**src/rtl/ptrb_pkg.sv**
```systemverilog
`default_nettype none
package ptrb_pkg;

  // Field and datapath widths
  localparam int unsigned PIX_W     = 16;
  localparam int unsigned COEF_W    = 40;
  localparam int unsigned COEF_N    = 5;
  localparam int unsigned CFG_IDX_W = 3;
  localparam int unsigned OFF_W     = PIX_W + 1;      // signed pixel offset
  localparam int unsigned SQ_W      = 2 * PIX_W + 1;  // sum of two squares
  localparam int unsigned ROOT_W    = 17;             // floor sqrt of SQ_W bits
  localparam int unsigned ACC_W     = 48;             // polynomial accumulator
  localparam int unsigned QUO_W     = 33;             // quotient magnitude bits
  localparam int unsigned RAY_W     = 32;
  localparam int unsigned RAY_FRAC  = 24;
  localparam int unsigned POLY_SHL  = 12;             // 16 fraction bits -> 24 + ...

  // Pipeline latencies
  localparam int unsigned FRONT_LAT  = 3;
  localparam int unsigned SQRT_LAT   = ROOT_W;
  localparam int unsigned HORNER_LAT = 2 * (COEF_N - 1);
  localparam int unsigned DIV_LAT    = QUO_W + 3;
  localparam int unsigned TOTAL_LAT  = FRONT_LAT + SQRT_LAT + HORNER_LAT + DIV_LAT;

  typedef enum logic [CFG_IDX_W-1:0] {
    CFG_CENTER_U = 3'd0,
    CFG_CENTER_V = 3'd1,
    CFG_FOCAL    = 3'd2,
    CFG_COEF0    = 3'd3,
    CFG_COEF1    = 3'd4,
    CFG_COEF2    = 3'd5,
    CFG_COEF3    = 3'd6,
    CFG_COEF4    = 3'd7
  } cfg_idx_e;

  typedef struct packed {
    logic [PIX_W-1:0] pixel_u;
    logic [PIX_W-1:0] pixel_v;
  } pixel_t;

  typedef struct packed {
    logic signed [RAY_W-1:0] ray_x;
    logic signed [RAY_W-1:0] ray_y;
    logic signed [RAY_W-1:0] ray_z;
    logic                    clipped;
  } ray_t;

endpackage
`default_nettype wire

```
**src/rtl/ptrb_div.sv**
```systemverilog
`default_nettype none
// Pipelined signed divide by the focal scale, truncating toward zero and
// saturating to 32 bits. Restoring division, one quotient bit per stage.
module ptrb_div #(
  parameter int unsigned NUM_W = 41
) (
  input  wire logic                               clk_i,
  input  wire logic                               ce_i,
  input  wire logic signed [NUM_W-1:0]            num_i,
  input  wire logic        [ptrb_pkg::PIX_W-1:0]  den_i,
  output logic signed      [ptrb_pkg::RAY_W-1:0]  res_o,
  output logic                                    clip_o
);
  import ptrb_pkg::*;

  localparam int unsigned HI_W = NUM_W - QUO_W;

  // magnitude stage
  logic             neg0_q;
  logic [NUM_W-1:0] mag_q;
  // overflow check stage
  logic             neg1_q;
  logic             ovf1_q;
  logic [PIX_W-1:0] rem1_q;
  logic [QUO_W-1:0] lo1_q;

  logic [HI_W+PIX_W-1:0] hi_ext;
  logic [HI_W+PIX_W-1:0] den_ext;

  always_ff @(posedge clk_i) begin
    if (ce_i) begin
      neg0_q <= num_i[NUM_W-1];
      mag_q  <= num_i[NUM_W-1] ? NUM_W'(-num_i) : NUM_W'(num_i);
    end
  end

  assign hi_ext  = {{PIX_W{1'b0}}, mag_q[NUM_W-1:QUO_W]};
  assign den_ext = {{HI_W{1'b0}}, den_i};

  // quotient needs more than QUO_W bits exactly when the high part reaches den
  always_ff @(posedge clk_i) begin
    if (ce_i) begin
      neg1_q <= neg0_q;
      ovf1_q <= (hi_ext >= den_ext);
      rem1_q <= hi_ext[PIX_W-1:0];
      lo1_q  <= mag_q[QUO_W-1:0];
    end
  end

  logic [PIX_W-1:0] rem_q [QUO_W];
  logic [QUO_W-1:0] q_q   [QUO_W];
  logic [QUO_W-1:0] lo_q  [QUO_W];
  logic             neg_q [QUO_W];
  logic             ovf_q [QUO_W];

  for (genvar j = 0; j < QUO_W; j++) begin : g_bit
    logic [PIX_W-1:0] rem_p;
    logic [QUO_W-1:0] q_p;
    logic [QUO_W-1:0] lo_p;
    logic             neg_p;
    logic             ovf_p;
    logic [PIX_W:0]   r2;
    logic [PIX_W:0]   diff;
    logic             ge;

    if (j == 0) begin : g_first
      assign rem_p = rem1_q;
      assign q_p   = '0;
      assign lo_p  = lo1_q;
      assign neg_p = neg1_q;
      assign ovf_p = ovf1_q;
    end else begin : g_next
      assign rem_p = rem_q[j-1];
      assign q_p   = q_q[j-1];
      assign lo_p  = lo_q[j-1];
      assign neg_p = neg_q[j-1];
      assign ovf_p = ovf_q[j-1];
    end

    assign r2   = {rem_p, lo_p[QUO_W-1]};
    assign ge   = (r2 >= {1'b0, den_i});
    assign diff = r2 - {1'b0, den_i};

    always_ff @(posedge clk_i) begin
      if (ce_i) begin
        rem_q[j] <= ge ? diff[PIX_W-1:0] : r2[PIX_W-1:0];
        q_q[j]   <= {q_p[QUO_W-2:0], ge};
        lo_q[j]  <= {lo_p[QUO_W-2:0], 1'b0};
        neg_q[j] <= neg_p;
        ovf_q[j] <= ovf_p;
      end
    end
  end

  // sign and saturation
  logic [QUO_W-1:0] qf;
  logic             big;
  logic             negf;

  assign qf   = q_q[QUO_W-1];
  assign negf = neg_q[QUO_W-1];
  assign big  = ovf_q[QUO_W-1] || qf[QUO_W-1] ||
                (negf ? (qf[RAY_W-1] && (|qf[RAY_W-2:0])) : qf[RAY_W-1]);

  always_ff @(posedge clk_i) begin
    if (ce_i) begin
      clip_o <= big;
      if (big) begin
        res_o <= negf ? {1'b1, {(RAY_W-1){1'b0}}} : {1'b0, {(RAY_W-1){1'b1}}};
      end else begin
        res_o <= negf ? RAY_W'(-qf[RAY_W-1:0]) : qf[RAY_W-1:0];
      end
    end
  end

endmodule
`default_nettype wire

```
**config.mk**
```make
export PLATFORM = sky130hd
export DESIGN_NAME = ptrb_div
export DESIGN_NICKNAME = d
export VERILOG_FILES = /design/src/rtl/ptrb_pkg.sv /design/src/rtl/ptrb_div.sv
export SDC_FILE = /design/constraint.sdc
export NUM_CORES = 2
export LEC_CHECK = 0
export ABC_AREA = 1
export BUFFER_PORTS_ARGS = -buffer_cell sky130_fd_sc_hd__buf_4
export CAP_MARGIN = 15
export CORE_ASPECT_RATIO = 1.1
export CORE_MARGIN = 2
export CORE_UTILIZATION = 30
export CTS_CLUSTER_SIZE = 12
export DETAILED_ROUTE_END_ITERATION = 16
export GPL_ROUTABILITY_DRIVEN = 0
export PLACE_DENSITY_LB_ADDON = 0.12
export SLEW_MARGIN = 20
export SYNTH_ARGS = -nofsm -noshare
export SYNTH_HDL_FRONTEND = slang
export SYNTH_SLANG_ARGS = --single-unit
```
**constraint.sdc**
```tcl
create_clock -name clk_i -period 2.3 [get_ports clk_i]
set_clock_uncertainty 0.05 [all_clocks]
set_input_delay 0.115 -clock clk_i [delete_from_list [all_inputs] [get_ports clk_i]]
set_output_delay 0.115 -clock clk_i [all_outputs]
set_load 0.1 [all_outputs]
```
==> results.md <==
Synth:
- The post-synthesis sequential element count is about 1800.
- Synthesis instantiated 47 different standard cells from the library.
- The mapped netlist covers 0.0909 sq mm.
- The share of synthesized registers carrying an async set or reset is 0%.
- The cell count after synthesis is between 8000 and 9000.
- In this run the mean area of a mapped cell was about 10 sq um.
- The most frequently used flop master after synthesis is edfxtp_1.
- The number of synthesis warnings is 0.
- The count of flip-flops with a built-in enable after synthesis is around 1800.
- Sequential cells were found to cover 59.0% of the synthesized design area.
- The synthesized design spends more area on one cell type than any other, namely edfxtp_1.
- The number of nets handed over by synthesis was 9435.
- The library cell with the highest instance count after synthesis is nand2_1.
- By count the netlist is led by nand2_1, edfxtp_1, nand3_1, inv_1, nor2_1.
- Sorting the synthesized cells by area gives the leading types as edfxtp_1, nand2_1, ha_1.
- Summed over its instances, the top area cell type makes up about three fifths of the synthesized netlist area.

Status:
- The run finished with clean final reports.

Power:
- Of the total power, the share spent switching nets is between 30 and 40%.
- The combinational cell fraction of total power is ~46%.
- The internal power summed over all cells is 95800 uW.
- The power dissipated by switching net loads is between 50000 and 60000 uW.
- The static leakage power is 0.0519 uW.
- Per report_power, the sequential group accounts for approximately a third of the total.
- The share of power burned in the clock network is roughly a fifth.
- Power spread over the standard cell area amounts to around 1300 mW/mm^2.
- The peak supply drop is slightly below 0.0008 V.
- The total design power is around 150000 uW.

Global routing:
- Entering global routing, the biggest net connects 99 pins.
- The initial antenna violation count is 5.
- The remaining global-route overflow is 0.
- The via count of the first global-routing pass came to 68000.
- The global-route usage over all layers is ~16%.
- The first global-routing pass estimated around 380 mm of wire.

Critical path:
- The most common cell type on the critical path is buf_12.
- The slowest stage of the critical path is the dlygate4sd3_1 cell.
- Traced cell by cell, the critical path runs through dlygate4sd3_1 -> buf_4 -> clkinvlp_4 -> buf_12 -> buf_12 -> buf_12 -> ha_1 -> nand2_1 -> nor2_1 -> inv_1 -> nor2_1 -> nand2_4 -> buf_4 -> nand3_1 -> nand2_1.
- The endpoint class of the critical path is a flop.
- On the worst path, the slowest cell contributes a delay of approximately 0.56 ns.
- The maximum net fanout on the critical path is 12.
- STA puts the critical path data required time at between 2 and 3 ns.
- The setup path with the least slack is of type primary input to flop.
- The worst setup path is launched from a primary input.
- Among cell families on the critical path, the largest total delay comes from buffers and inverters.
- The buffer and inverter count on the worst path is 8.
- At the worst endpoint, the arrival time is 2.80 ns.

Placement:
- The post-detailed-placement half-perimeter wirelength is about 180 mm.
- In this run the tool buffered the top-level ports with a little over 90 buffer cells.
- In this run the cell area measured after placement is 0.109 sq mm.
- The cell count after placement is about 14000.

Layout:
- Cells with a size suffix above 1 make up roughly 22% of the layout.
- The design area is ~0.12 sq mm.
- Relative to the synthesized area, the layout overhead comes to 30.7%.
- The filler-free cell count of the finished design is approximately 15000.
- The final net count is ~11000.

Detailed routing:
- The DRC violation total after the first TritonRoute iteration is 4179.
- The final wirelength is roughly 250 mm.
- In the routed layout, each cell is associated on average with a via count of 4.56.
- The number of optimization iterations in the first detailed-route pass is 6.
- In this run the remaining antenna-violating nets after routing total 0.
- The number of DRC violations after detailed routing is 0.
- The detailed router placed 67500 vias in this run.
- After detailed routing, the average wire length per cell comes to ~17 um.

STA:
- Setup repair after global routing could not meet its margin everywhere.
- The highest achievable clock rate is between 400 and 500 MHz.
- The max-slew violation count is 0.
- The actual slew at the worst max-slew pin is roughly 0.55 ns.
- Across all hold checks on the routed design, the worst slack comes to between 0.08 and 0.09 ns.
- Measured against its own limit, the worst slew margin works out to between 60% and 70%.
- The post-route minimum period is 2.27 ns.
- After layout, the worst path uses between 90 and 100% of the clock period.
- The final-report hold violation count is 0.
- The aggregate negative setup slack is 0 ns.
- Setup violations remaining at the end of the flow were counted as 0.

Min path:
- The worst hold path class is primary input to flop.

CTS:
- After clock tree synthesis, the clock-pin slew on the worst setup and hold paths is 0.06 ns.
- The number of buffers on the longest clock path is 4.
- TritonCTS built the clock tree.
- Clock tree synthesis selected as its root buffer the cell clkbuf_16.
- The CTS sink count is around 1800.
- Clock latency on the worst-skew pair, taken at its later pin, is roughly 0.90 ns.
- The number of CTS-inserted buffers is just over 200.
- In this run the number of H-tree levels came out at 4.

Floorplanning:
- The die is 581 um tall.
- The floorplan step set the die width to between 500 and 600 um.
- The core area is ~0.3 sq mm.
- Once the floorplan was initialized, standard cells occupied 30.2% of the core.
- 92 I/O pins were placed.
- The floorplan step defined a die boundary enclosing between 0.3 and 0.4 sq mm.
- The number of placement rows is between 200 and 250.

Run:
- Across the run, the number of max-cap violations was 0.
## worst min-delay path, cell delays in order
cell and delay [ns]:
buf_4 0.11, inv_2 0.15, ha_1 0.23, nand3_1 0.09
nand2_1 0.07, nand2_1 0.04, nand2_1 0.07
## cells in the final DEF, fill, tap and decap left out, drive strengths merged
master and count:
and3 3, edfxtp 1785, a31oi 3, nand3 864, o21ai 271, bufinv 17, ha 531, o21a 2
and2 22, nor2 671, xnor2 79, clkinvlp 22, o21bai 17, nor3 73, buf 1687, o211ai 1
a21o 90, or2 1, o31ai 1, a21boi 2, xor2 228, a21oi 430, inv 775, a211oi 1
nor3b 1, fa 32, nand3b 61, nand4 39, diode 2, clkbuf 249, nor4 23, clkinv 70
dlygate4sd3 92, nand2 2705
## layer usage
layer  up-vias  part of all wire, %  track usage [%]
li1      34100                    -                -
met1     31800                   44             19.9
met2      1146                   49             27.5
met3       415                  3.2             1.91
met4         2                  3.6             5.73
met5         -               0.0052                0
## area by class of cell
type | instances | area, sq um
Antenna cell | 2 | 5.00
Tap cell | 3940 | 4930
Multi-Input combinational cell | 6151 | 35600
Clock buffer | 247 | 5270
Clock inverter | 103 | 1110
Timing Repair Buffer | 1781 | 15300
Sequential cell | 1785 | 53600
Fill cell | 29300 | 182000
Inverter | 781 | 2980
## logic make-up after synthesis
kind of cell	count (synthesis)	synth area share [%]
xor+xnor	307	2.96
flops	1785	59.0
simple gates	4452	21.0
buf+inv	888	4.08
fa+ha+maj	563	8.02
compound gates	818	5.00
## final timing paths
path | slack, ns | startpoint | depth (start not counted) | end
worst max-delay path | 0.03 | den_i[12] | 15 | rem_q[0][410]$_DFFE_PP_
worst min-delay path | 0.09 | den_i[15] | 7 | rem_q[0][175]$_DFFE_PP_
worst max register to register | 0.05 | rem_q[0][397]$_DFFE_PP_ | 10 | rem_q[0][402]$_DFFE_PP_
worst min register to register | 0.30 | lo_q[0][19]$_DFFE_PP_ | 0 | lo_q[0][52]$_DFFE_PP_
## flip-flops by register name, indices dropped and copies added (netlist names)
signal and count:
q_q 561, lo_q 528, rem_q 512, mag_q 41
g_bit.lo_p 33, neg_q 33, ovf_q 33, res_o 32
g_bit.rem_p 8, clip_o 1, g_bit.neg_p 1, g_bit.ovf_p 1
neg0_q 1
## power groups by stage
stage	clock (uW)	sequential [uW]	combinational (uW)
4_1_cts	32600	49600	67200
3_5_place_dp	0	50100	66400
2_1_floorplan	0	47800	38800
5_1_grt	33800	50300	79000
6_report	31300	49700	70300
3_3_place_gp	0	50300	66200
## what timing repair did
action | 4_1_cts | 5_1_grt
endpoints found under the hold margin | 976 | 0
setup buffers | 13 | 71
resized for setup | 36 | 310
hold buffers | 92 | 0
cloned | 0 | 13
pin swaps | 6 | 75
endpoints found under the setup margin | 117 | 424
## stage by stage
step / setup WS [ns] / utilization, %
2_1_floorplan: 0.0134 / -
3_3_place_gp: -0.302 / 36.1
3_5_place_dp: -0.310 / 36.1
4_1_cts: 0.000295 / 38.6
5_1_grt: -0.0780 / 39.5
6_report: 0.0309 / 39.5
Power figures use the tool's default switching activity.
