===== src/rtl/ptrb_pkg.sv =====
`default_nettype none
package ptrb_pkg;

  // Field and datapath widths
  localparam int unsigned PIX_W     = 16;
  localparam int unsigned COEF_W    = 40;
  localparam int unsigned COEF_N    = 5;
  localparam int unsigned CFG_IDX_W = 3;
  localparam int unsigned OFF_W     = PIX_W + 1;      // signed pixel offset
  localparam int unsigned SQ_W      = 2 * PIX_W + 1;  // sum of two squares
  localparam int unsigned ROOT_W    = 17;             // floor sqrt of SQ_W bits
  localparam int unsigned ACC_W     = 48;             // polynomial accumulator
  localparam int unsigned QUO_W     = 33;             // quotient magnitude bits
  localparam int unsigned RAY_W     = 32;
  localparam int unsigned RAY_FRAC  = 24;
  localparam int unsigned POLY_SHL  = 12;             // 16 fraction bits -> 24 + ...

  // Pipeline latencies
  localparam int unsigned FRONT_LAT  = 3;
  localparam int unsigned SQRT_LAT   = ROOT_W;
  localparam int unsigned HORNER_LAT = 2 * (COEF_N - 1);
  localparam int unsigned DIV_LAT    = QUO_W + 3;
  localparam int unsigned TOTAL_LAT  = FRONT_LAT + SQRT_LAT + HORNER_LAT + DIV_LAT;

  typedef enum logic [CFG_IDX_W-1:0] {
    CFG_CENTER_U = 3'd0,
    CFG_CENTER_V = 3'd1,
    CFG_FOCAL    = 3'd2,
    CFG_COEF0    = 3'd3,
    CFG_COEF1    = 3'd4,
    CFG_COEF2    = 3'd5,
    CFG_COEF3    = 3'd6,
    CFG_COEF4    = 3'd7
  } cfg_idx_e;

  typedef struct packed {
    logic [PIX_W-1:0] pixel_u;
    logic [PIX_W-1:0] pixel_v;
  } pixel_t;

  typedef struct packed {
    logic signed [RAY_W-1:0] ray_x;
    logic signed [RAY_W-1:0] ray_y;
    logic signed [RAY_W-1:0] ray_z;
    logic                    clipped;
  } ray_t;

endpackage
`default_nettype wire


===== src/rtl/ptrb_sqrt.sv =====
`default_nettype none
// Pipelined digit-by-digit integer square root, one root bit per stage.
module ptrb_sqrt (
  input  wire logic                         clk_i,
  input  wire logic                         ce_i,
  input  wire logic [ptrb_pkg::SQ_W-1:0]    sq_i,
  output logic      [ptrb_pkg::ROOT_W-1:0]  root_o
);
  import ptrb_pkg::*;

  localparam int unsigned N_W   = 2 * ROOT_W;
  localparam int unsigned REM_W = ROOT_W + 2;
  localparam int unsigned TRY_W = REM_W + 2;

  logic [REM_W-1:0]  rem_q  [ROOT_W];
  logic [ROOT_W-1:0] root_q [ROOT_W];
  logic [N_W-1:0]    n_q    [ROOT_W];

  for (genvar g = 0; g < ROOT_W; g++) begin : g_stage
    logic [REM_W-1:0]  rem_p;
    logic [ROOT_W-1:0] root_p;
    logic [N_W-1:0]    n_p;
    logic [TRY_W-1:0]  r4;
    logic [TRY_W-1:0]  trial;
    logic [TRY_W-1:0]  diff;
    logic              ge;

    if (g == 0) begin : g_first
      assign rem_p  = '0;
      assign root_p = '0;
      assign n_p    = {{(N_W-SQ_W){1'b0}}, sq_i};
    end else begin : g_next
      assign rem_p  = rem_q[g-1];
      assign root_p = root_q[g-1];
      assign n_p    = n_q[g-1];
    end

    // bring in the next two bits, try root*4+1
    assign r4    = {rem_p, n_p[N_W-1 -: 2]};
    assign trial = {2'b00, root_p, 2'b01};
    assign ge    = (r4 >= trial);
    assign diff  = r4 - trial;

    always_ff @(posedge clk_i) begin
      if (ce_i) begin
        rem_q[g]  <= ge ? diff[REM_W-1:0] : r4[REM_W-1:0];
        root_q[g] <= {root_p[ROOT_W-2:0], ge};
        n_q[g]    <= {n_p[N_W-3:0], 2'b00};
      end
    end
  end

  assign root_o = root_q[ROOT_W-1];

endmodule
`default_nettype wire


===== config.mk =====
export PLATFORM = sky130hd
export DESIGN_NAME = ptrb_sqrt
export DESIGN_NICKNAME = d
export VERILOG_FILES = /design/src/rtl/ptrb_pkg.sv /design/src/rtl/ptrb_sqrt.sv
export SDC_FILE = /design/constraint.sdc
export NUM_CORES = 1
export LEC_CHECK = 0
export BUFFER_PORTS_ARGS = -buffer_cell sky130_fd_sc_hd__buf_4
export CAP_MARGIN = 10
export CORE_AREA = 2 2 258 260
export DETAILED_ROUTE_END_ITERATION = 7
export DIE_AREA = 0 0 260 262
export PLACE_DENSITY = 0.68
export SLEW_MARGIN = 20
export SYNTH_ARGS = -nofsm -noshare
export SYNTH_HDL_FRONTEND = slang
export SYNTH_SLANG_ARGS = --single-unit
export TNS_END_PERCENT = 50

===== constraint.sdc =====
create_clock -name clk_i -period 3 [get_ports clk_i]
set_input_delay 0.45 -clock clk_i [delete_from_list [all_inputs] [get_ports clk_i]]
set_output_delay 0.45 -clock clk_i [all_outputs]
set_load 0.1 [all_outputs]

==> tab_implementation.tex, run 1 <==
\begin{tabular}{lr}
\hline
Metric & Value \\
\hline
\multicolumn{2}{l}{\textbf{Timing}} \\
Worst Hold Slack & between 0.04 and 0.05 ns \\
Minimum setup slack in the final design & 0.101 ns \\
Final critical-path required period & approximately 2.9 ns \\
Maximum operating frequency & 345 MHz \\
Transition time of the tightest slew-check pin & 0.719 ns \\
Final count of pins violating max slew & 0 \\
Max\_slew headroom & 51.6\% \\
Total count of hold-check failures in the final report & 0 \\
Clock skew after layout & 0.0156 ns \\
Final setup violation count & 0 \\
Final worst path period share & 96.6\% \\
\multicolumn{2}{l}{\textbf{GRT}} \\
Number of antenna violations at the first check in global routing & 0 \\
Largest net degree at the start of global routing & about 110 \\
Wire length of the first global-routing pass & 94900 µm \\
GR Overflow Total & 0 \\
All-layer global routing usage & 17.3\% \\
Via count of the first global-routing pass & $\sim$19k \\
\multicolumn{2}{l}{\textbf{Routing}} \\
Via total after detailed routing & 19.3k \\
Routed wire length per instance & $\sim$17 µm \\
Detail-routed via count per cell & 5.42 \\
Violation count after the first detailed-routing iteration & about 1.5k \\
Number of nets with antenna violations after routing & 0 \\
Initial DRT Pass Iterations & 5 \\
Count of unresolved DRC violations after routing & 0 \\
Routed wire length & 58700 µm \\
\multicolumn{2}{l}{\textbf{Logic synthesis}} \\
Biggest area contributors in the synthesized netlist & sky130\_fd\_sc\_hd\_\_edfxtp\_1 (65\%), sky130\_fd\_sc\_hd\_\_ha\_1 (6.6\%), sky130\_fd\_sc\_hd\_\_xnor2\_1 (3.1\%) \\
Yosys synthesis warning count & 0 \\
Synth unique cells & between 70 and 80 \\
Share of synthesized flip-flops with an asynchronous set or reset & 0\% \\
Ys flop type & sky130\_fd\_sc\_hd\_\_edfxtp\_1 \\
Mean cell area of the mapped netlist & 13.3 µm² \\
Most frequent cell after synthesis & sky130\_fd\_sc\_hd\_\_edfxtp\_1 \\
Synth top cells by count & sky130\_fd\_sc\_hd\_\_edfxtp\_1 (703), sky130\_fd\_sc\_hd\_\_inv\_1 (203), sky130\_fd\_sc\_hd\_\_nor2\_1 (172) \\
Total standard cell area after synthesis & between 0.03 and 0.04 mm² \\
Cells after Synth & between 2k and 2.5k \\
Sequential area share after synthesis & roughly two thirds \\
Number of synthesized flops with an enable pin & 703 \\
Total of flip-flops plus latches after synthesis & 703 \\
Post-Syn Nets & 2634 \\
Library cell occupying the most area in the post-synthesis netlist & sky130\_fd\_sc\_hd\_\_edfxtp\_1 \\
Top cell type's share of synthesized area & 65.2\% \\
\multicolumn{2}{l}{\textbf{Die}} \\
\# IOs & 52 \\
Starting Density & 49.6\% \\
Die W & 260 µm \\
Area of the die & 0.0681 mm² \\
Vertical die dimension & 262 µm \\
Number of rows in the core area & between 90 and 100 \\
Placeable core region & 0.0653 mm² \\
\multicolumn{2}{l}{\textbf{Layout}} \\
Design Area, Final & 0.0371 mm² \\
Number of diodes & 0 \\
Fraction of layout cells with a size suffix above 1 & 11.0\% \\
Fillcell total & 5155 \\
Final Net Count & between 2k and 3k \\
Area occupied by multi-input gates & about 0.010 mm² \\
Sequential standard cell area & 0.0211 mm² \\
Non-filler cells in the finished layout & 3556 \\
Area growth syn-to-layout & 14.7\% \\
\multicolumn{2}{l}{\textbf{Setup path}} \\
Arrival time at the worst endpoint & 3.36 ns \\
Worst path required time & 3.46 ns \\
Element type at the critical path end & flip-flop \\
Type of origin of the critical path & flip-flop \\
Setup Crit Path Kind & reg -> reg \\
Logic depth of the worst register-to-register path & 9 \\
CP max FO & 6 \\
\multicolumn{2}{l}{\textbf{Pwr}} \\
Power density over the cells & slightly below 700 mW/mm² \\
Max rail drop VDD & about 0.54 mV \\
Leakage Power & between 10 and 15 nW \\
\multicolumn{2}{l}{\textbf{Placement}} \\
Number of buffers added on ports & 51 \\
Placed Instance Area & 0.0344 mm² \\
Worst slack, placed & a little under 0.06 ns \\
Routability cong. & 0.887 \\
Number of placed instances with taps included & 3381 \\
Detailed placer's ending HPWL & 41800 µm \\
\multicolumn{2}{l}{\textbf{Clock network}} \\
Number of buffers created by CTS & 74 \\
Cell at the root of the clock tree & sky130\_fd\_sc\_hd\_\_clkbuf\_16 \\
Clock-pin slew of the registers on the worst-case setup and hold paths & $\sim$0.060 ns \\
TritonCTS clock tree & built \\
Clock net sink count & 703 \\
Clock latency of the later-clocked register in the worst-skew pair & 0.61 ns \\
Max Root-Sink Buffers & 3 \\
Maximum level of the CTS H-tree & 3 \\
\multicolumn{2}{l}{\textbf{Min path}} \\
Path class of the lowest-slack min-delay path & in -> reg \\
Cell depth of the worst hold path & 1 \\
\multicolumn{2}{l}{\textbf{Run}} \\
Number of maximum-capacitance violations & 0 \\
\multicolumn{2}{l}{\textbf{Outcome}} \\
Status & complete, no violations \\
\hline
\end{tabular}
==> through the flow <==
step / setup TNS, ns / utilization (%) / power [mW]
6_report: 0 / 56.9 / 25.3
5_1_grt: -0.0933 / 56.9 / 26.5
4_1_cts: 0 / 56.7 / 25.5
3_5_place_dp: 0 / 52.7 / 16.8
3_3_place_gp: 0 / 52.7 / 16.7
2_1_floorplan: 0 / - / 15.6
==> placed cells by master (no fill, tap or decap), drive strengths merged, types with 7 or more instances in the layout <==
cell and n:
a2111oi 10, a211o 9, a211oi 17, a21o 40
a21oi 140, a31oi 11, buf 127, clkbuf 92
clkinv 34, clkinvlp 7, dlygate4sd3 32, edfxtp 703
ha 170, inv 204, mux2 32, nand2 142
nand2b 28, nand3 28, nand4 21, nand4b 9
nor2 172, nor2b 21, nor3 63, nor3b 7
nor4 31, o211ai 15, o21a 38, o21ai 110
o21bai 7, o31a 7, o31ai 12, or2 12
or3 27, or4 19, xnor2 114, xor2 98
==> flip-flops by register name, indices dropped and copies added, names as in the netlist <==
name	cells
n_q	272
rem_q	278
root_q	153
==> cells by family (layout without fill, tap and decap cells) <==
| family | Yosys count | count (layout) | synth area share, % |
|---|---|---|---|
| buf+inv | 235 | 498 | 2.76 |
| flops | 703 | 703 | 65.2 |
| fa+ha+maj | 170 | 170 | 6.57 |
| xor+xnor | 212 | 212 | 5.73 |
| other cells | 1 | 1 | 0.0116 |
| simple gates | 607 | 607 | 9.30 |
| compound gates | 463 | 463 | 9.14 |
| mux | 38 | 38 | 1.30 |
==> cell type report <==
cell class              count  area share (%)
flip-flops and latches    703            56.8
multi-input cells        1491            28.1
clock buffers              92            5.22
repair buffers            159            3.90
well taps                 864            2.91
inverters                 203            2.06
clock inverters            43           0.916
repair inverters            1          0.0202
==> repair_timing <==
| action | 4_1_cts | 5_1_grt |
|---|---|---|
| endpoints found under the setup margin | 0 | 37 |
| endpoints found under the hold margin | 32 | 0 |
| setup buffers | 0 | 7 |
| hold buffers | 32 | 0 |
| gates resized for setup | 0 | 20 |
==> path summary, 6_finish.rpt <==
kind                                       to           from  slack (ns)
worst max-delay path            rem_q[0][235]  rem_q[0][213]        0.10
worst min-delay path               n_q[0][13]       sq_i[13]        0.04
worst max register to register  rem_q[0][235]  rem_q[0][213]        0.10
worst min register to register    n_q[0][251]    n_q[0][217]        0.42
==> power by group <==
group	total [mW]	switching (mW)	internal [mW]	leakage (nW)
clock	8.56	3.74	4.82	1.09
combinational	3.94	2.19	1.75	6.42
sequential	12.8	0.613	12.2	6.73
total	25.3	6.54	18.7	14.2
==> worst max-delay path: stages, from the launching register on <==
cell                       delay (ns)
sky130_fd_sc_hd__edfxtp_1        0.41
sky130_fd_sc_hd__ha_1            0.41
sky130_fd_sc_hd__nand4_1         0.28
sky130_fd_sc_hd__o41ai_1         0.52
sky130_fd_sc_hd__a31oi_1         0.08
sky130_fd_sc_hd__o31a_1          0.23
sky130_fd_sc_hd__buf_4           0.19
sky130_fd_sc_hd__buf_4           0.16
sky130_fd_sc_hd__a2111o_1        0.39
sky130_fd_sc_hd__o21ai_0         0.08
==> layer usage <==
layer	routed length, µm	global-route usage, %	part of all wire, %	vias to the layer above
met5	0	0	0	-
met4	1140	5.38	1.9	0
met3	2830	2.73	4.8	86
met2	28800	29.4	49	418
met1	25900	22.9	44	9304
li1	-	-	-	9458
Note: power is estimated with default switching activity, not from simulation.
==> inputs of run 2 (changes only) <==
--- a/config.mk
+++ b/config.mk
@@ -7,10 +7,9 @@
 export LEC_CHECK = 0
 export BUFFER_PORTS_ARGS = -buffer_cell sky130_fd_sc_hd__buf_4
 export CAP_MARGIN = 10
-export CORE_AREA = 2 2 258 260
+export CORE_AREA = 2 2 288 290
 export DETAILED_ROUTE_END_ITERATION = 7
-export DIE_AREA = 0 0 260 262
-export PLACE_DENSITY = 0.68
+export DIE_AREA = 0 0 290 292
 export SLEW_MARGIN = 20
 export SYNTH_ARGS = -nofsm -noshare
 export SYNTH_HDL_FRONTEND = slang
==> constraint.sdc (replaced) <==
create_clock -name clk_i -period 2.5 [get_ports clk_i]
set_input_delay 0.375 -clock clk_i [delete_from_list [all_inputs] [get_ports clk_i]]
set_output_delay 0.375 -clock clk_i [all_outputs]
set_load 0.1 [all_outputs]
==> tab_implementation.tex, run 2 (same netlist as run 1, synthesis figures left out) <==
\begin{tabular}{lr}
\hline
Metric & Value \\
\hline
\multicolumn{2}{l}{\textbf{Outcome}} \\
Status & finished with violations \\
Violations in the final reports & negative setup slack \\
\multicolumn{2}{l}{\textbf{Clock network}} \\
TritonCTS clock tree & built \\
Clock-pin slew of the registers on the worst-case setup and hold paths & 0.06 ns \\
Cell at the root of the clock tree & sky130\_fd\_sc\_hd\_\_clkbuf\_16 \\
Clock net sink count & 703 \\
Max Root-Sink Buffers & 3 \\
Clock latency of the later-clocked register in the worst-skew pair & roughly 0.65 ns \\
Maximum level of the CTS H-tree & 3 \\
Number of buffers created by CTS & 77 \\
\multicolumn{2}{l}{\textbf{Timing}} \\
Minimum setup slack in the final design & -0.278 ns \\
Final setup violation count & between 70 and 80 \\
Transition time of the tightest slew-check pin & 0.707 ns \\
Final count of pins violating max slew & 0 \\
Setup repair after global routing missed its margin & yes \\
Worst Hold Slack & roughly 0.13 ns \\
Final TNS setup & -9.96 ns \\
Maximum operating frequency & 360 MHz \\
Final critical-path required period & between 2 and 3 ns \\
Final worst path period share & 111\% \\
Total count of hold-check failures in the final report & 0 \\
Max\_slew headroom & between 50\% and 60\% \\
Clock skew after layout & 0.0625 ns \\
\multicolumn{2}{l}{\textbf{Layout}} \\
Biggest regs & rem\_q (278), n\_q (272), root\_q (153) \\
Most frequent cells in the layout & sky130\_fd\_sc\_hd\_\_edfxtp\_1 (703), sky130\_fd\_sc\_hd\_\_buf\_4 (463), sky130\_fd\_sc\_hd\_\_inv\_1 (185) \\
Number of diodes & 0 \\
Most common cell after layout, fill and taps aside & sky130\_fd\_sc\_hd\_\_edfxtp\_1 \\
Register with the most flip-flops & rem\_q \\
Number of flip-flops in the largest register & 278 \\
Fraction of layout cells with a size suffix above 1 & 31.7\% \\
Final Net Count & about 3.2k \\
Non-filler cells in the finished layout & around 4.2k \\
Fillcell total & 6680 \\
Area growth syn-to-layout & 33.1\% \\
\multicolumn{2}{l}{\textbf{Routing}} \\
Number of nets with antenna violations after routing & 0 \\
Routed wire length per instance & 16.0 µm \\
Count of unresolved DRC violations after routing & 0 \\
Initial DRT Pass Iterations & 5 \\
Detail-routed via count per cell & 4.99 \\
Via total after detailed routing & 20.8k \\
Violation count after the first detailed-routing iteration & 1219 \\
Routed wire length & 66600 µm \\
\multicolumn{2}{l}{\textbf{Placement}} \\
Number of buffers added on ports & just over 50 \\
Routability cong. & 0.860 \\
Detailed placer's ending HPWL & 45800 µm \\
Worst slack, placed & -0.316 ns \\
Number of placed instances with taps included & between 3k and 4k \\
\multicolumn{2}{l}{\textbf{Die}} \\
\# IOs & 52 \\
Placeable core region & 0.0816 mm² \\
Starting Density & 39.7\% \\
Number of rows in the core area & 105 \\
Die W & just under 300 µm \\
Area of the die & 0.0847 mm² \\
Vertical die dimension & 292 µm \\
\multicolumn{2}{l}{\textbf{Pwr}} \\
Power density over the cells & slightly below 800 mW/mm² \\
Logic pwr share & between 20\% and 30\% \\
Total power & 33.5 mW \\
Clock Power Share & 33.9\% \\
Reported net switching power & 8.81 mW \\
Sequential group share of total power & between 40\% and 50\% \\
Max rail drop VDD & approximately 0.58 mV \\
Internal power & around 25 mW \\
Sw Ratio & a little over a quarter \\
Leakage Power & about 17 nW \\
\multicolumn{2}{l}{\textbf{Setup path}} \\
Logic depth of the worst register-to-register path & 9 \\
Type of origin of the critical path & flip-flop \\
Setup Crit Path Kind & reg -> reg \\
Internal reg-to-reg setup slack & -0.28 ns \\
Worst path required time & 2.90 ns \\
Reg2reg start & root\_q[0][242] \\
Arrival time at the worst endpoint & 3.18 ns \\
CP max FO & 3 \\
Element type at the critical path end & flip-flop \\
Critical register-to-register path endpoint & rem\_q[0][300] \\
\multicolumn{2}{l}{\textbf{Min path}} \\
Cell depth of the worst hold path & 1 \\
Origin of the worst min-delay path & ce\_i \\
WHS Endpoint & n\_q[0][1] \\
Path class of the lowest-slack min-delay path & in -> reg \\
\multicolumn{2}{l}{\textbf{GRT}} \\
Number of antenna violations at the first check in global routing & 0 \\
GR Overflow Total & 0 \\
Via count of the first global-routing pass & around 21k \\
All-layer global routing usage & 15.3\% \\
Largest net degree at the start of global routing & 92 \\
Wire length of the first global-routing pass & 107000 µm \\
\multicolumn{2}{l}{\textbf{Run}} \\
Number of maximum-capacitance violations & 0 \\
\hline
\end{tabular}
-- run 2: cell count changes in the layout (fill, tap and decap cells not counted), sizes merged --
cell         change
clkinv           -4
dlygate4sd3      +1
clkbuf           +6
clkinvlp         -7
bufinv           +7
buf            +401
-- run 2: final cells by class --
| cell class | count | area [µm²] | area share (%) |
|---|---|---|---|
| Timing Repair Buffer | 561 | 4760 | 11.0 |
| Multi-Input combinational cell | 1491 | 12600 | 29.1 |
| Inverter | 203 | 774 | 1.80 |
| Tap cell | 1070 | 1340 | 3.11 |
| Clock buffer | 98 | 2010 | 4.65 |
| Clock inverter | 40 | 573 | 1.33 |
| Sequential cell | 703 | 21100 | 49.0 |
-- run 2: how the worst max path moves through the flow --
| stage | start | to | cells past startpoint |
|---|---|---|---|
| finish | root_q[0][242] | rem_q[0][300] | 9 |
| global route | root_q[0][242] | rem_q[0][297] | 11 |
| CTS | root_q[0][245] | rem_q[0][300] | 9 |
| detailed placement | rem_q[0][267] | rem_q[0][286] | 11 |
| global placement | rem_q[0][267] | rem_q[0][288] | 9 |
| floorplan | rem_q[0][62] | rem_q[0][88] | 8 |
-- run 2: timing repair --
item / 4_1_cts / 5_1_grt
hold endpoints to repair: 33 / 0
resized for setup: 179 / 309
endpoints found under the setup margin: 189 / 219
hold buffers: 33 / 0
pin swaps: 45 / 109
buffers inserted: 38 / 59
gates cloned: 4 / 1
-- run 2: per-layer routing --
layer | GRT usage, % | share of wire [%] | vias up
met1 | 19.9 | 45 | 10100
met3 | 2.39 | 3.2 | 113
met2 | 26.1 | 50 | 301
li1 | - | - | 10300
met4 | 5.61 | 2.6 | 0
met5 | 0 | 0 | -
-- run 2: worst max-delay path: stages, from the launching register on --
cell and delay (ns):
sky130_fd_sc_hd__edfxtp_1 0.40, sky130_fd_sc_hd__inv_2 0.09, sky130_fd_sc_hd__ha_4 0.21, sky130_fd_sc_hd__o211ai_1 0.30
sky130_fd_sc_hd__nor3_1 0.09, sky130_fd_sc_hd__a221o_1 0.38, sky130_fd_sc_hd__or4_1 0.43, sky130_fd_sc_hd__a31o_2 0.25
sky130_fd_sc_hd__xor2_1 0.13, sky130_fd_sc_hd__mux2_2 0.26
-- run 2: power groups by stage --
stage | combinational (mW) | clock, mW | sequential, mW
5_1_grt | 7.44 | 12.2 | 15.5
6_report | 6.75 | 11.4 | 15.4
4_1_cts | 5.98 | 11.7 | 15.3
2_1_floorplan | 3.38 | 0 | 15.4
3_5_place_dp | 5.54 | 0 | 15.5
3_3_place_gp | 5.43 | 0 | 15.5
-- run 2: per-stage QoR --
stage               util, %  instance area, µm²
detailed placement     45.7               37200
finish                 52.8               43100
global route           52.8               43100
CTS                    50.5               41200
floorplan                 -               32600
global placement       45.7               37200
